<file path="config.mk">
export PLATFORM = sky130hd
export DESIGN_NAME = palette_table_with_allocation
export DESIGN_NICKNAME = d
export VERILOG_FILES = /design/src/rtl/core/plt_pkg.sv /design/src/rtl/core/plt_ctrl.sv /design/src/rtl/core/plt_dp.sv /design/src/rtl/core/palette_table_with_allocation.sv
export SDC_FILE = /design/constraint.sdc
export NUM_CORES = 1
export LEC_CHECK = 0
export BUFFER_PORTS_ARGS = -buffer_cell sky130_fd_sc_hd__buf_2
export CAP_MARGIN = 20
export CORE_UTILIZATION = 60
export DETAILED_ROUTE_END_ITERATION = 6
export PLACE_DENSITY = 0.86
export RECOVER_POWER = 100
export SYNTH_ARGS = -nofsm -noshare
export SYNTH_HDL_FRONTEND = slang
export SYNTH_SLANG_ARGS = --single-unit
</file>
<file path="constraint.sdc">
create_clock -name i_clk -period 13.9 [get_ports i_clk]
set_input_delay 1.39 -clock i_clk [delete_from_list [all_inputs] [get_ports i_clk]]
set_output_delay 1.39 -clock i_clk [all_outputs]
set_load 0.03 [all_outputs]
</file>
<file path="src/rtl/core/plt_pkg.sv">
// Package for the palette table: operation and status codes, the
// controller/datapath command and status structs, and the colour word helpers.
// No dependencies.
package plt_pkg;

    localparam int ENTRIES_DEF = 16;

    localparam logic [2:0] OP_CLEAR  = 3'd0;
    localparam logic [2:0] OP_ADD    = 3'd1;
    localparam logic [2:0] OP_SET    = 3'd2;
    localparam logic [2:0] OP_GET    = 3'd3;
    localparam logic [2:0] OP_FIND   = 3'd4;
    localparam logic [2:0] OP_MARK   = 3'd5;
    localparam logic [2:0] OP_EXPORT = 3'd6;

    localparam logic [1:0] ST_OK      = 2'd0;
    localparam logic [1:0] ST_MISS    = 2'd1;
    localparam logic [1:0] ST_UNUSED  = 2'd2;

    // Controller to datapath
    typedef struct packed {
        logic take;   // latch the item, clear the entry counter
        logic rd;     // read one entry
        logic act;    // perform a non-reading op and load the result
        logic load;   // load the result from the entry just read
        logic step;   // advance the entry counter
    } t_cmd;

    // Datapath to controller
    typedef struct packed {
        logic read_op;
        logic is_find;
        logic is_export;
        logic hit;
        logic cnt_last;
    } t_sts;

    // floor(c * 14 / 255): divide by 255 through the reciprocal form
    // (x + (x >> 8) + 1) >> 8, exact for the range of c * 14.
    function automatic logic [3:0] nib(input logic [7:0] c);
        logic [11:0] x;
        logic [12:0] s;
        x = {c, 4'b0000} - {3'b000, c, 1'b0};
        s = {1'b0, x} + {5'b00000, x[11:8]} + 13'd1;
        return s[11:8];
    endfunction

    // Pack blue, green, red nibbles
    function automatic logic [11:0] hw_of(input logic [7:0] r, input logic [7:0] g,
                                          input logic [7:0] b);
        return {nib(b), nib(g), nib(r)};
    endfunction

endpackage

</file>
<file path="src/rtl/core/plt_ctrl.sv">
// Controller for the palette table: sequences accept, entry reads, result
// hand-off and the export and find walks. Uses plt_pkg.
module plt_ctrl (
    input  logic          i_clk,
    input  logic          i_rst_n,
    input  logic          i_valid,
    output logic          o_stall,
    output logic          o_valid,
    input  logic          i_stall,
    input  plt_pkg::t_sts i_sts,
    output plt_pkg::t_cmd o_cmd
);
    import plt_pkg::*;

    localparam logic [1:0] S_IDLE = 2'd0;
    localparam logic [1:0] S_RD   = 2'd1;
    localparam logic [1:0] S_EVAL = 2'd2;
    localparam logic [1:0] S_OUT  = 2'd3;

    logic [1:0] r_state;
    logic [1:0] n_state;

    always_ff @(posedge i_clk) begin
        if (!i_rst_n) begin
            r_state <= S_IDLE;
        end else begin
            r_state <= n_state;
        end
    end

    always_comb begin
        n_state = r_state;
        o_cmd   = '0;
        case (r_state)
            S_IDLE: begin
                if (i_valid) begin
                    o_cmd.take = 1'b1;
                    n_state    = S_RD;
                end
            end
            S_RD: begin
                if (i_sts.read_op) begin
                    o_cmd.rd = 1'b1;
                    n_state  = S_EVAL;
                end else begin
                    o_cmd.act = 1'b1;
                    n_state   = S_OUT;
                end
            end
            S_EVAL: begin
                // keep scanning until a hit or the last entry
                if (i_sts.is_find && !i_sts.hit && !i_sts.cnt_last) begin
                    o_cmd.step = 1'b1;
                    n_state    = S_RD;
                end else begin
                    o_cmd.load = 1'b1;
                    n_state    = S_OUT;
                end
            end
            S_OUT: begin
                if (!i_stall) begin
                    if (i_sts.is_export && !i_sts.cnt_last) begin
                        o_cmd.step = 1'b1;
                        n_state    = S_RD;
                    end else begin
                        n_state = S_IDLE;
                    end
                end
            end
            default: begin
                n_state = S_IDLE;
            end
        endcase
    end

    assign o_stall = (r_state != S_IDLE);
    assign o_valid = (r_state == S_OUT);

endmodule

</file>
<file path="src/rtl/core/plt_dp.sv">
// Datapath for the palette table: item registers, colour memory with
// per-entry black flags, used mask, entry counter and result registers.
// Uses plt_pkg.
module plt_dp #(
    parameter int ENTRIES = plt_pkg::ENTRIES_DEF
) (
    input  logic          i_clk,
    input  logic          i_rst_n,
    input  plt_pkg::t_cmd i_cmd,
    output plt_pkg::t_sts o_sts,
    input  logic [2:0]    i_op,
    input  logic [3:0]    i_index,
    input  logic [7:0]    i_red,
    input  logic [7:0]    i_green,
    input  logic [7:0]    i_blue,
    output logic [1:0]    o_status,
    output logic [3:0]    o_slot,
    output logic [7:0]    o_out_red,
    output logic [7:0]    o_out_green,
    output logic [7:0]    o_out_blue,
    output logic [11:0]   o_hw_word,
    output logic [15:0]   o_used_mask,
    output logic          o_last
);
    import plt_pkg::*;

    localparam int AW = $clog2(ENTRIES);

    // item registers
    logic [2:0]  r_op;
    logic [3:0]  r_idx;
    logic [7:0]  r_red, r_green, r_blue;
    logic [AW-1:0] r_cnt;

    // storage
    logic [23:0]        mem [ENTRIES];
    logic [ENTRIES-1:0] r_cval;
    logic [ENTRIES-1:0] r_used;
    logic [23:0]        r_rd;
    logic               r_rd_ok;

    // result registers
    logic [1:0]  r_status;
    logic [3:0]  r_slot;
    logic [7:0]  r_ored, r_ogreen, r_oblue;
    logic [11:0] r_word;
    logic [15:0] r_mask;
    logic        r_last;

    logic          in_range;
    logic [AW-1:0] idx_a;
    logic [11:0]   q_word;
    logic [23:0]   rd_col;
    logic [11:0]   rd_word;
    logic          free_found;
    logic [AW-1:0] free_idx;
    logic [AW-1:0] raddr;
    logic          mem_we;
    logic [AW-1:0] waddr;
    logic [ENTRIES-1:0] n_used;
    logic [ENTRIES-1:0] n_cval;
    logic [15:0]   mask_ext;
    logic [15:0]   n_mask_ext;
    logic          cnt_last;
    logic          hit;

    assign in_range = ({1'b0, r_idx} < 5'(ENTRIES));
    assign idx_a    = r_idx[AW-1:0];
    assign q_word   = hw_of(r_red, r_green, r_blue);
    assign rd_col   = r_rd_ok ? r_rd : 24'd0;
    assign rd_word  = hw_of(rd_col[23:16], rd_col[15:8], rd_col[7:0]);
    assign cnt_last = (r_cnt == AW'(ENTRIES - 1));
    assign hit      = r_used[r_cnt] && (rd_word == q_word);
    assign raddr    = (r_op == OP_GET) ? idx_a : r_cnt;

    // lowest free entry
    always_comb begin
        free_found = 1'b0;
        free_idx   = '0;
        for (int i = ENTRIES - 1; i >= 0; i--) begin
            if (!r_used[i]) begin
                free_found = 1'b1;
                free_idx   = AW'(i);
            end
        end
    end

    // next used mask, black flags and memory write for the non-reading ops
    always_comb begin
        n_used = r_used;
        n_cval = r_cval;
        mem_we = 1'b0;
        waddr  = idx_a;
        case (r_op)
            OP_CLEAR: begin
                n_cval = '0;
            end
            OP_ADD: begin
                waddr = free_idx;
                if (free_found) begin
                    mem_we           = 1'b1;
                    n_used[free_idx] = 1'b1;
                    n_cval[free_idx] = 1'b1;
                end
            end
            OP_SET: begin
                if (in_range) begin
                    mem_we        = 1'b1;
                    n_used[idx_a] = 1'b1;
                    n_cval[idx_a] = 1'b1;
                end
            end
            OP_MARK: begin
                if (in_range) begin
                    n_used[idx_a] = 1'b1;
                end
            end
            default: begin
            end
        endcase
    end

    always_comb begin
        mask_ext               = '0;
        mask_ext[ENTRIES-1:0]  = r_used;
        n_mask_ext             = '0;
        n_mask_ext[ENTRIES-1:0] = n_used;
    end

    always_ff @(posedge i_clk) begin
        if (!i_rst_n) begin
            r_used <= '0;
            r_cval <= '0;
            r_cnt  <= '0;
        end else begin
            if (i_cmd.act) begin
                r_used <= n_used;
                r_cval <= n_cval;
            end
            if (i_cmd.take) begin
                r_cnt <= '0;
            end else if (i_cmd.step) begin
                r_cnt <= r_cnt + AW'(1);
            end
        end
    end

    always_ff @(posedge i_clk) begin
        if (i_cmd.take) begin
            r_op    <= i_op;
            r_idx   <= i_index;
            r_red   <= i_red;
            r_green <= i_green;
            r_blue  <= i_blue;
        end
    end

    // colour memory: one write port, one registered read port
    always_ff @(posedge i_clk) begin
        if (i_cmd.act && mem_we) begin
            mem[waddr] <= {r_red, r_green, r_blue};
        end
    end

    always_ff @(posedge i_clk) begin
        if (i_cmd.rd) begin
            r_rd    <= mem[raddr];
            r_rd_ok <= r_cval[raddr];
        end
    end

    // result registers
    always_ff @(posedge i_clk) begin
        if (i_cmd.act) begin
            r_ored   <= '0;
            r_ogreen <= '0;
            r_oblue  <= '0;
            r_last   <= 1'b1;
            r_mask   <= n_mask_ext;
            case (r_op)
                OP_ADD: begin
                    r_status <= free_found ? ST_OK : ST_MISS;
                    r_slot   <= free_found ? 4'(free_idx) : 4'd0;
                    r_word   <= free_found ? q_word : 12'd0;
                end
                OP_SET: begin
                    r_status <= in_range ? ST_OK : ST_MISS;
                    r_slot   <= r_idx;
                    r_word   <= in_range ? q_word : 12'd0;
                end
                OP_MARK: begin
                    r_status <= in_range ? ST_OK : ST_MISS;
                    r_slot   <= r_idx;
                    r_word   <= '0;
                end
                default: begin
                    r_status <= ST_OK;
                    r_slot   <= '0;
                    r_word   <= '0;
                end
            endcase
        end else if (i_cmd.load) begin
            r_mask   <= mask_ext;
            r_ored   <= '0;
            r_ogreen <= '0;
            r_oblue  <= '0;
            r_last   <= 1'b1;
            case (r_op)
                OP_GET: begin
                    r_slot <= r_idx;
                    if (in_range && r_used[idx_a]) begin
                        r_status <= ST_OK;
                        r_ored   <= rd_col[23:16];
                        r_ogreen <= rd_col[15:8];
                        r_oblue  <= rd_col[7:0];
                        r_word   <= rd_word;
                    end else begin
                        r_status <= ST_UNUSED;
                        r_word   <= '0;
                    end
                end
                OP_FIND: begin
                    r_status <= hit ? ST_OK : ST_MISS;
                    r_slot   <= hit ? 4'(r_cnt) : 4'd0;
                    r_word   <= q_word;
                end
                default: begin
                    // export
                    r_status <= ST_OK;
                    r_slot   <= 4'(r_cnt);
                    r_word   <= rd_word;
                    r_last   <= cnt_last;
                end
            endcase
        end
    end

    always_comb begin
        o_sts.read_op   = (r_op == OP_GET) || (r_op == OP_FIND) || (r_op == OP_EXPORT);
        o_sts.is_find   = (r_op == OP_FIND);
        o_sts.is_export = (r_op == OP_EXPORT);
        o_sts.hit       = hit;
        o_sts.cnt_last  = cnt_last;
    end

    assign o_status    = r_status;
    assign o_slot      = r_slot;
    assign o_out_red   = r_ored;
    assign o_out_green = r_ogreen;
    assign o_out_blue  = r_oblue;
    assign o_hw_word   = r_word;
    assign o_used_mask = r_mask;
    assign o_last      = r_last;

endmodule

</file>
<file path="src/rtl/core/palette_table_with_allocation.sv">
// Palette table with allocation: top level, joins plt_ctrl and plt_dp.
// From acceptance, clear, add, set and mark used pass through an action state to the output
// state; get reads the entry, evaluates it and outputs; find repeats read and evaluate per entry
// until a hit or the last entry; export reads, evaluates and outputs each entry in turn.
// One item at a time: the next item is accepted the cycle after its last result is taken.
// Reset (synchronous, active low) empties the used mask and marks every entry black at once.
module palette_table_with_allocation #(
    parameter int ENTRIES = plt_pkg::ENTRIES_DEF
) (
    input  logic        i_clk,
    input  logic        i_rst_n,
    // item input
    input  logic        i_valid,
    output logic        o_stall,
    input  logic [2:0]  i_op,
    input  logic [3:0]  i_index,
    input  logic [7:0]  i_red,
    input  logic [7:0]  i_green,
    input  logic [7:0]  i_blue,
    // result output
    output logic        o_valid,
    input  logic        i_stall,
    output logic [1:0]  o_status,
    output logic [3:0]  o_slot,
    output logic [7:0]  o_out_red,
    output logic [7:0]  o_out_green,
    output logic [7:0]  o_out_blue,
    output logic [11:0] o_hw_word,
    output logic [15:0] o_used_mask,
    output logic        o_last
);
    import plt_pkg::*;

    // command and status between the sequencer and the datapath
    t_cmd cmd;
    t_sts sts;

    // Sequencer: accept, read entries one at a time, hold each result
    // in the output register until it is taken.
    plt_ctrl u_ctrl (
        .i_clk   (i_clk),
        .i_rst_n (i_rst_n),
        .i_valid (i_valid),
        .o_stall (o_stall),
        .o_valid (o_valid),
        .i_stall (i_stall),
        .i_sts   (sts),
        .o_cmd   (cmd)
    );

    // Datapath: colour memory, used mask, hardware word conversion
    // and result registers.
    plt_dp #(
        .ENTRIES (ENTRIES)
    ) u_dp (
        .i_clk       (i_clk),
        .i_rst_n     (i_rst_n),
        .i_cmd       (cmd),
        .o_sts       (sts),
        .i_op        (i_op),
        .i_index     (i_index),
        .i_red       (i_red),
        .i_green     (i_green),
        .i_blue      (i_blue),
        .o_status    (o_status),
        .o_slot      (o_slot),
        .o_out_red   (o_out_red),
        .o_out_green (o_out_green),
        .o_out_blue  (o_out_blue),
        .o_hw_word   (o_hw_word),
        .o_used_mask (o_used_mask),
        .o_last      (o_last)
    );

endmodule
</file>
# Word-level counts from Yosys, hierarchy flattened
# Memory sizes are Yosys's and may differ from the RTL's. A register that Yosys moved wholly into a read port is not among the register bits.
# Cells that the tools add are included.
dict set report word_totals {
  register_bits 129
  ramBits 384
  input_bits 35
  out_inout_bits 61
  wordCells 182
  n_memories 1
}
# memory depth width rd rd_ports_with_merged_regs write_ports line
set memory_table {}
lappend memory_table {u_dp.mem 16 24 1 1 1 plt_dp.sv:36} ;# logic [23:0] mem [ENTRIES];
dict set report classes {
  addsub 19
  magnitude_cmp 6
  n_eq_ne 14
  n_mux 98
  bitwise_logic 5
  n_reduce_logical 21
}
# cell count
set op_table {}
lappend op_table {{2-to-1 mux 4 bit} 22}
lappend op_table {{adder 12 x 1 -> 12 bit, second input constant} 6}
lappend op_table {{adder 12 x 4 -> 12 bit} 6}
lappend op_table {{subtractor 12 x 9 -> 12 bit} 6}
lappend op_table {{2-to-1 mux 16 bit} 4}
lappend op_table {{OR 16 bit} 4}
lappend op_table {{2-to-1 mux 12 bit} 4}
lappend op_table {{2-to-1 mux 8 bit} 6}
lappend op_table {{case mux 12 bit (2 select lines)} 2}
lappend op_table {{case mux 16 bit (3 select lines)} 1}
lappend op_table {{2-to-1 mux 1 bit} 38}
lappend op_table {{case mux 16 bit (2 select lines)} 1}
lappend op_table {{2-to-1 mux 24 bit} 1}
lappend op_table {{< comparator 4 x 5 -> 1 bit, second input constant} 4}
lappend op_table {{2-to-1 mux 2 bit} 8}
lappend op_table {{case mux 4 bit (2 select lines)} 2}
lappend op_table {{binary-select mux 1 bit (select 4 bit)} 3}
lappend op_table {{== test 12 bit} 1}
lappend op_table {{== test 3 bit, second input constant} 3}
lappend op_table {{demux 1 bit (select 4 bit)} 2}
lappend op_table {{greater-or-equal comparator 4 x 1 -> 1 bit, second input constant} 2}
lappend op_table {{case mux 2 bit (4 select lines)} 1}
lappend op_table {{logical AND 1 bit} 7}
lappend op_table {{== test 3 x 2 -> 1 bit, second input constant} 2}
lappend op_table {{19 further kinds} 27}

# Logic depth before layout (Yosys ltp)
dict set report logic_depth {
  ltp_word 24
  mapped_depth 26
  mapped_depth_nobuf 20
}

# Modules after synthesis
# From an unflattened synthesis, not the netlist that was laid out.
dict set report unflattened {
  cells_unflattened 2292
  area_unflattened_um2 25463.2
}
# mod n_inst cells_per_inst area_each_um2 seq_area_each_um2
set modules_own_cells {}
lappend modules_own_cells {plt_dp 1 2268 25299.3 15454.8}
lappend modules_own_cells {plt_ctrl 1 24 163.9 40.0}

# Worst setup path before layout
# Ideal clock, no wire load.
dict set report synth_path {
  kind {reg-to-reg}
  from {register u_dp.r_blue[0]}
  to {register u_dp.r_word[0] (netlist: u_dp.o_hw_word[0]) (enable)}
  setup_ps 389
  arrival_ps 5392
  t_required_ps 13511
  path_slack_ps 8120
  stages_incl_launch_ff 22
  path_buffers 2
  period_less_slack_ps 5780
  path_cell_list {edfxtp_1 > ha_1 > or3_4 > o221a_1 > nor3_1 > a2bb2oi_1 > inv_1 > ha_1 > o21a_1 > o21ai_0 > a2111oi_0 > nand4_1 > or3_4 > and2_4 > xor3_1 > nor4_1 > and4_1 > buf_6 > o31a_4 > nor2_2 > buf_6 > inv_1}
}
dict set report synth_via {
  elab_chain_cells 11
}
# element line
set synth_rtl {}
lappend synth_rtl {{from (decl)} plt_dp.sv:32} ;# logic [7:0] r_red, r_green, r_blue;
lappend synth_rtl {{from (signal assigned)} plt_dp.sv:154} ;# r_blue <= i_blue;
lappend synth_rtl {{subtractor 12 x 9 -> 12 bit} plt_pkg.sv:43} ;# x = {c, 4'b0000} - {3'b000, c, 1'b0};
lappend synth_rtl {{adder 12 x 4 -> 12 bit} plt_pkg.sv:44} ;# s = {1'b0, x} + {5'b00000, x[11:8]} + 13'd1;
lappend synth_rtl {{adder 12 x 1 -> 12 bit} plt_pkg.sv:44}
lappend synth_rtl {{== test 12 bit} plt_dp.sv:73} ;# assign hit = r_used[r_cnt] && (rd_word == q_word);
lappend synth_rtl {{logical AND 1 bit} plt_dp.sv:73}
lappend synth_rtl {{zero test 1 bit} plt_ctrl.sv:52} ;# if (i_sts.is_find && !i_sts.hit && !i_sts.cnt_last) begin
lappend synth_rtl {{logical AND 1 bit (2 in series)} plt_ctrl.sv:52}
lappend synth_rtl {{2-to-1 mux 1 bit} plt_ctrl.sv:52}
lappend synth_rtl {{2-to-1 mux 1 bit} plt_ctrl.sv:34} ;# case (r_state)
lappend synth_rtl {{nonzero test 2 bit (no source line)} --}
lappend synth_rtl {{to (signal assigned)} plt_dp.sv:184} ;# r_word <= free_found ? q_word : 12'd0;
lappend synth_rtl {{to (signal assigned)} plt_dp.sv:189} ;# r_word <= in_range ? q_word : 12'd0;
lappend synth_rtl {{to (signal assigned)} plt_dp.sv:216} ;# r_word <= rd_word;
lappend synth_rtl {{to (decl)} plt_dp.sv:46} ;# logic [11:0] r_word;
# Every way passes these cells.
# A chain may end at the register's enable or synchronous reset.

# Worst setup path after layout
dict set report layout_path {
  from {register u_dp.r_op[1]}
  to {register u_dp.r_rd[20], read port of u_dp.mem (data pin)}
}
dict set report layout_via {
  elab_chain_cells 5
  word_cells_on_any_way 8
  classes_between {eq/ne: 3; mux: 3; reduce/logical: 2}
}
# element line
set layout_rtl {}
lappend layout_rtl {{from (decl)} plt_dp.sv:30} ;# logic [2:0] r_op;
lappend layout_rtl {{from (signal assigned)} plt_dp.sv:150} ;# r_op <= i_op;
lappend layout_rtl {{== test 3 x 2 -> 1 bit / == test 3 bit (equally long branches)} {plt_dp.sv:74, plt_dp.sv:239}}
lappend layout_rtl {{logical OR 1 bit (2 in series)} plt_dp.sv:239} ;# o_sts.read_op = (r_op == OP_GET) || (r_op == OP_FIND) || (r_op == OP_EXPORT);
lappend layout_rtl {{2-to-1 mux 1 bit} plt_ctrl.sv:42} ;# if (i_sts.read_op) begin
lappend layout_rtl {{2-to-1 mux 2 bit} plt_ctrl.sv:34}
lappend layout_rtl {{to (decl)} plt_dp.sv:39} ;# logic [23:0] r_rd;
# Parallel ways exist; a longest one is shown, timed or not.

==> impl_metrics.yaml <==
pwr:
  ir_worst_vdd_uv: 88.5
  p_switching_mw: 0.909
  internal_power_mw: 2.86
  switching_share_pct: 24.1
  powerDensity_nw_per_um2: 135
  clockPowerShare_pct: 40.7
  combPwrFrac_pct: 10.4
  p_leak_nw: 9.39
  pwr-share-seq_pct: 49.0
clock_tree:
  ctsHtreeMaxLevel: 2
  ctsHoldBuffers: 0
  clk_latency_ps: 610
  clockBufferDepth: 3
  post_cts_resized: 0
  cts-buffers-inserted: 52
  cts.root.buffer_cell: "clkbuf_16"
  postCtsSetupBuffers: 0
  clk_pin_slew_worst_paths_ps: 60
  cts_tree: "done"
  cts.sinks: 537
die:
  die_area_um2: 43100
  chipWidth_um: 208
  rows: 74
  core_area_um2: 41300
  ioPinCount: 96
  initial_core_util_pct: 61.4
  die_y_um: 208
detailed_routing:
  viasPerCell: 6.63
  firstDrtPassIters: 7
  vias: 18300
  wl_per_cell_um: 23.2
  drt.antenna.violating_nets: 0
  drt_iter0_drc: 2806
  wirelength_um: 64000
  drc: 0
synth:
  synth-edff-count: 474
  synthSimpleGateAreaFrac_pct: 14.4
  yosys.area.top_type: "edfxtp_1"
  syn-instance-count: 2132
  ys.flop_type: "edfxtp_1"
  synthDistinctLibCells: 102
  synth_top_family_by_area: "compound AO/OA/AOI/OAI gates"
  synth_mux_area_share_pct: 1.37
  yosys-top-cells-area: "edfxtp_1 (56%), dfxtp_1 (5.0%), nand2_1 (4.6%), a211oi_1 (3.9%), and2_1 (2.9%)"
  async_reset_ff_share_pct: 0
  synth-xor-area-share_pct: 2.26
  synthAdderAreaFrac_pct: 2.25
  ys_ff_latch: 537
  yosys.area.top_type_share_pct: 56.1
  ys_seq_area_share_pct: 61.1
  synth_warnings: 0
  syn_area_per_cell_um2: 11.9
  synth_compound_area_share_pct: 15.7
  synthesis.nets: 2210
  syn_area_um2: 25400
sta:
  skew_ps: 25.4
  setup_tns_ps: 0
  worstMarginPinSlew_ps: 3290
  rsz0062_at_grt: "false"
  maxSlewViolCount: 592
  period_minus_slack_ps: 8690
  timing.fmax_mhz: 115
  fin_ws_ps: 5210
  worst_slew_margin_rel_pct: -119
  min_period_over_period_pct: 62.5
  setup_viol: 0
  finalHoldViolations: 0
global_routing:
  grt_pass1_vias: 17300
  antenna_found_initial: 0
  track_usage_pct: 29.6
  grt_pass1_wl_um: 98700
  grt_overflow: 0
  grt_max_degree: 201
final_layout:
  mostFrequentLayoutCells: "edfxtp_1 (474), nand2_1 (312), a211oi_1 (131)"
  diodes: 0
  synthToLayoutAreaGrowth_pct: 10.2
  drive_above_1_share_pct: 7.98
  nNetsFinal: 2265
  final_common_cell: "edfxtp_1"
  fillers: 2814
placed_design:
  pre_cts_ws_ps: 7400
  dp.final_hpwl_um: 37300
  portBuffers: 95
  routabilityCongestion: 0.948
hold_path:
  min_delay_path_depth: 2
  hold_class: "reg -> reg"
run_status:
  violations: "max-capacitance violations, max-slew violations"
  outcome: "finished, violations left"
job:
  drv_cap: 21
setup_path:
  arrival_ps: 9070
  ff2ff_path_depth: 10
  start_kind: "flip-flop"
  cp.required_ps: 14280
  cp-end-kind: "flip-flop"
  path_max_fanout: 84
  worst-setup-path-type: "reg -> reg"
==> cell families after synthesis <==
| logic type | after synthesis |
|---|---|
| XOR/XNOR | 54 |
| flip-flops | 537 |
| AND/OR/NAND/NOR | 731 |
| multiplexers | 22 |
| adder cells (fa/ha/maj) | 46 |
| buffers and inverters | 178 |
| AO/OA/AOI/OAI | 564 |
==> worst max-delay path: stages (launching register included) <==
cell,delay [ps]
edfxtp_1,570
nand3b_1,160
clkbuf_1,620
mux2_1,1410
clkbuf_1,1990
clkbuf_1,2450
and2_0,340
a211oi_1,70
a311oi_1,350
a211oi_1,90
a21oi_1,350
==> worst paths after layout <==
| kind | to | slack [ps] | startpoint |
|---|---|---|---|
| max | u_dp.r_rd[20]$_DFFE_PP_ | 5210 | u_dp.r_op[1]$_DFFE_PP_ |
| min | u_dp.o_out_green[7]$_SDFFE_PP0P_ | 470 | u_dp.o_out_green[7]$_SDFFE_PP0P_ |
| max reg2reg | u_dp.r_rd[20]$_DFFE_PP_ | 5210 | u_dp.r_op[1]$_DFFE_PP_ |
| min reg2reg | u_dp.o_out_green[7]$_SDFFE_PP0P_ | 470 | u_dp.o_out_green[7]$_SDFFE_PP0P_ |
==> sequential cells by signal, indices dropped and copies added, names as in the netlist <==
name,flops
u_dp.mem,384
u_dp.r_rd,24
u_dp.mask_ext,16
u_dp.o_used_mask,16
u_dp.r_cval,16
u_dp.o_hw_word,12
u_dp.o_out_blue,8
u_dp.o_out_green,8
u_dp.o_out_red,8
u_dp.r_blue,8
u_dp.r_green,8
u_dp.r_red,8
u_dp.idx_a,4
u_dp.o_slot,4
u_dp.r_cnt,4
u_dp.r_op,3
u_ctrl.r_state,2
u_dp.o_status,2
u_dp.o_last,1
u_dp.r_rd_ok,1
==> metrics by stage <==
step	hold slack (ps)	util (%)	total power [mW]	cell area, um^2	cells
floorplan	429	-	2.15	25400	2132
global placement	436	63.7	2.25	26300	2664
detailed placement	443	63.8	2.27	26300	2665
CTS	456	68.3	3.78	28200	2762
global route	487	67.6	3.88	27900	2762
finish	466	67.6	3.77	27900	2762
==> synthesized netlist by cell type, drive strengths merged, types with 10 or more instances <==
library cell / n
o21a: 14
and2: 129
mux4: 10
or2: 13
nand2: 312
dfxtp: 63
or3: 23
nand4: 12
buf: 30
xor2: 15
nor2b: 17
mux2i: 11
nand3: 25
a31oi: 63
xnor2: 34
nand2b: 22
clkbuf: 98
a21o: 11
a311oi: 57
a221o: 11
o22ai: 23
a22o: 10
nor2: 99
nor3: 27
o21ai: 60
a211oi: 133
inv: 50
a21boi: 10
edfxtp: 474
a21oi: 107
ha: 43
==> power by group through the flow <==
| stage | clock network [mW] | registers (mW) | logic (mW) |
|---|---|---|---|
| floorplan | 0 | 1.88 | 0.266 |
| global placement | 0 | 1.88 | 0.375 |
| detailed placement | 0 | 1.88 | 0.390 |
| CTS | 1.54 | 1.84 | 0.394 |
| global route | 1.61 | 1.85 | 0.423 |
| finish | 1.53 | 1.85 | 0.391 |
==> layer usage <==
layer | track usage, % | up-vias | part of all wire [%]
met1 | 41.8 | 8877 | 40
met5 | 0 | - | 0
met4 | 10.8 | 0 | 3.5
met2 | 46.4 | 1077 | 46
met3 | 5.02 | 174 | 9.9
li1 | - | 8189 | -
==> final cells by class <==
type | instances | area (um^2) | area share [%]
Tap cell | 532 | 666 | 2.38
Inverter | 50 | 188 | 0.672
Clock buffer | 59 | 1370 | 4.90
Sequential cell | 537 | 15500 | 55.5
Multi-Input combinational cell | 1417 | 9150 | 32.7
Clock inverter | 38 | 497 | 1.78
Timing Repair Buffer | 129 | 574 | 2.06
(Power assumes the default switching activity.)
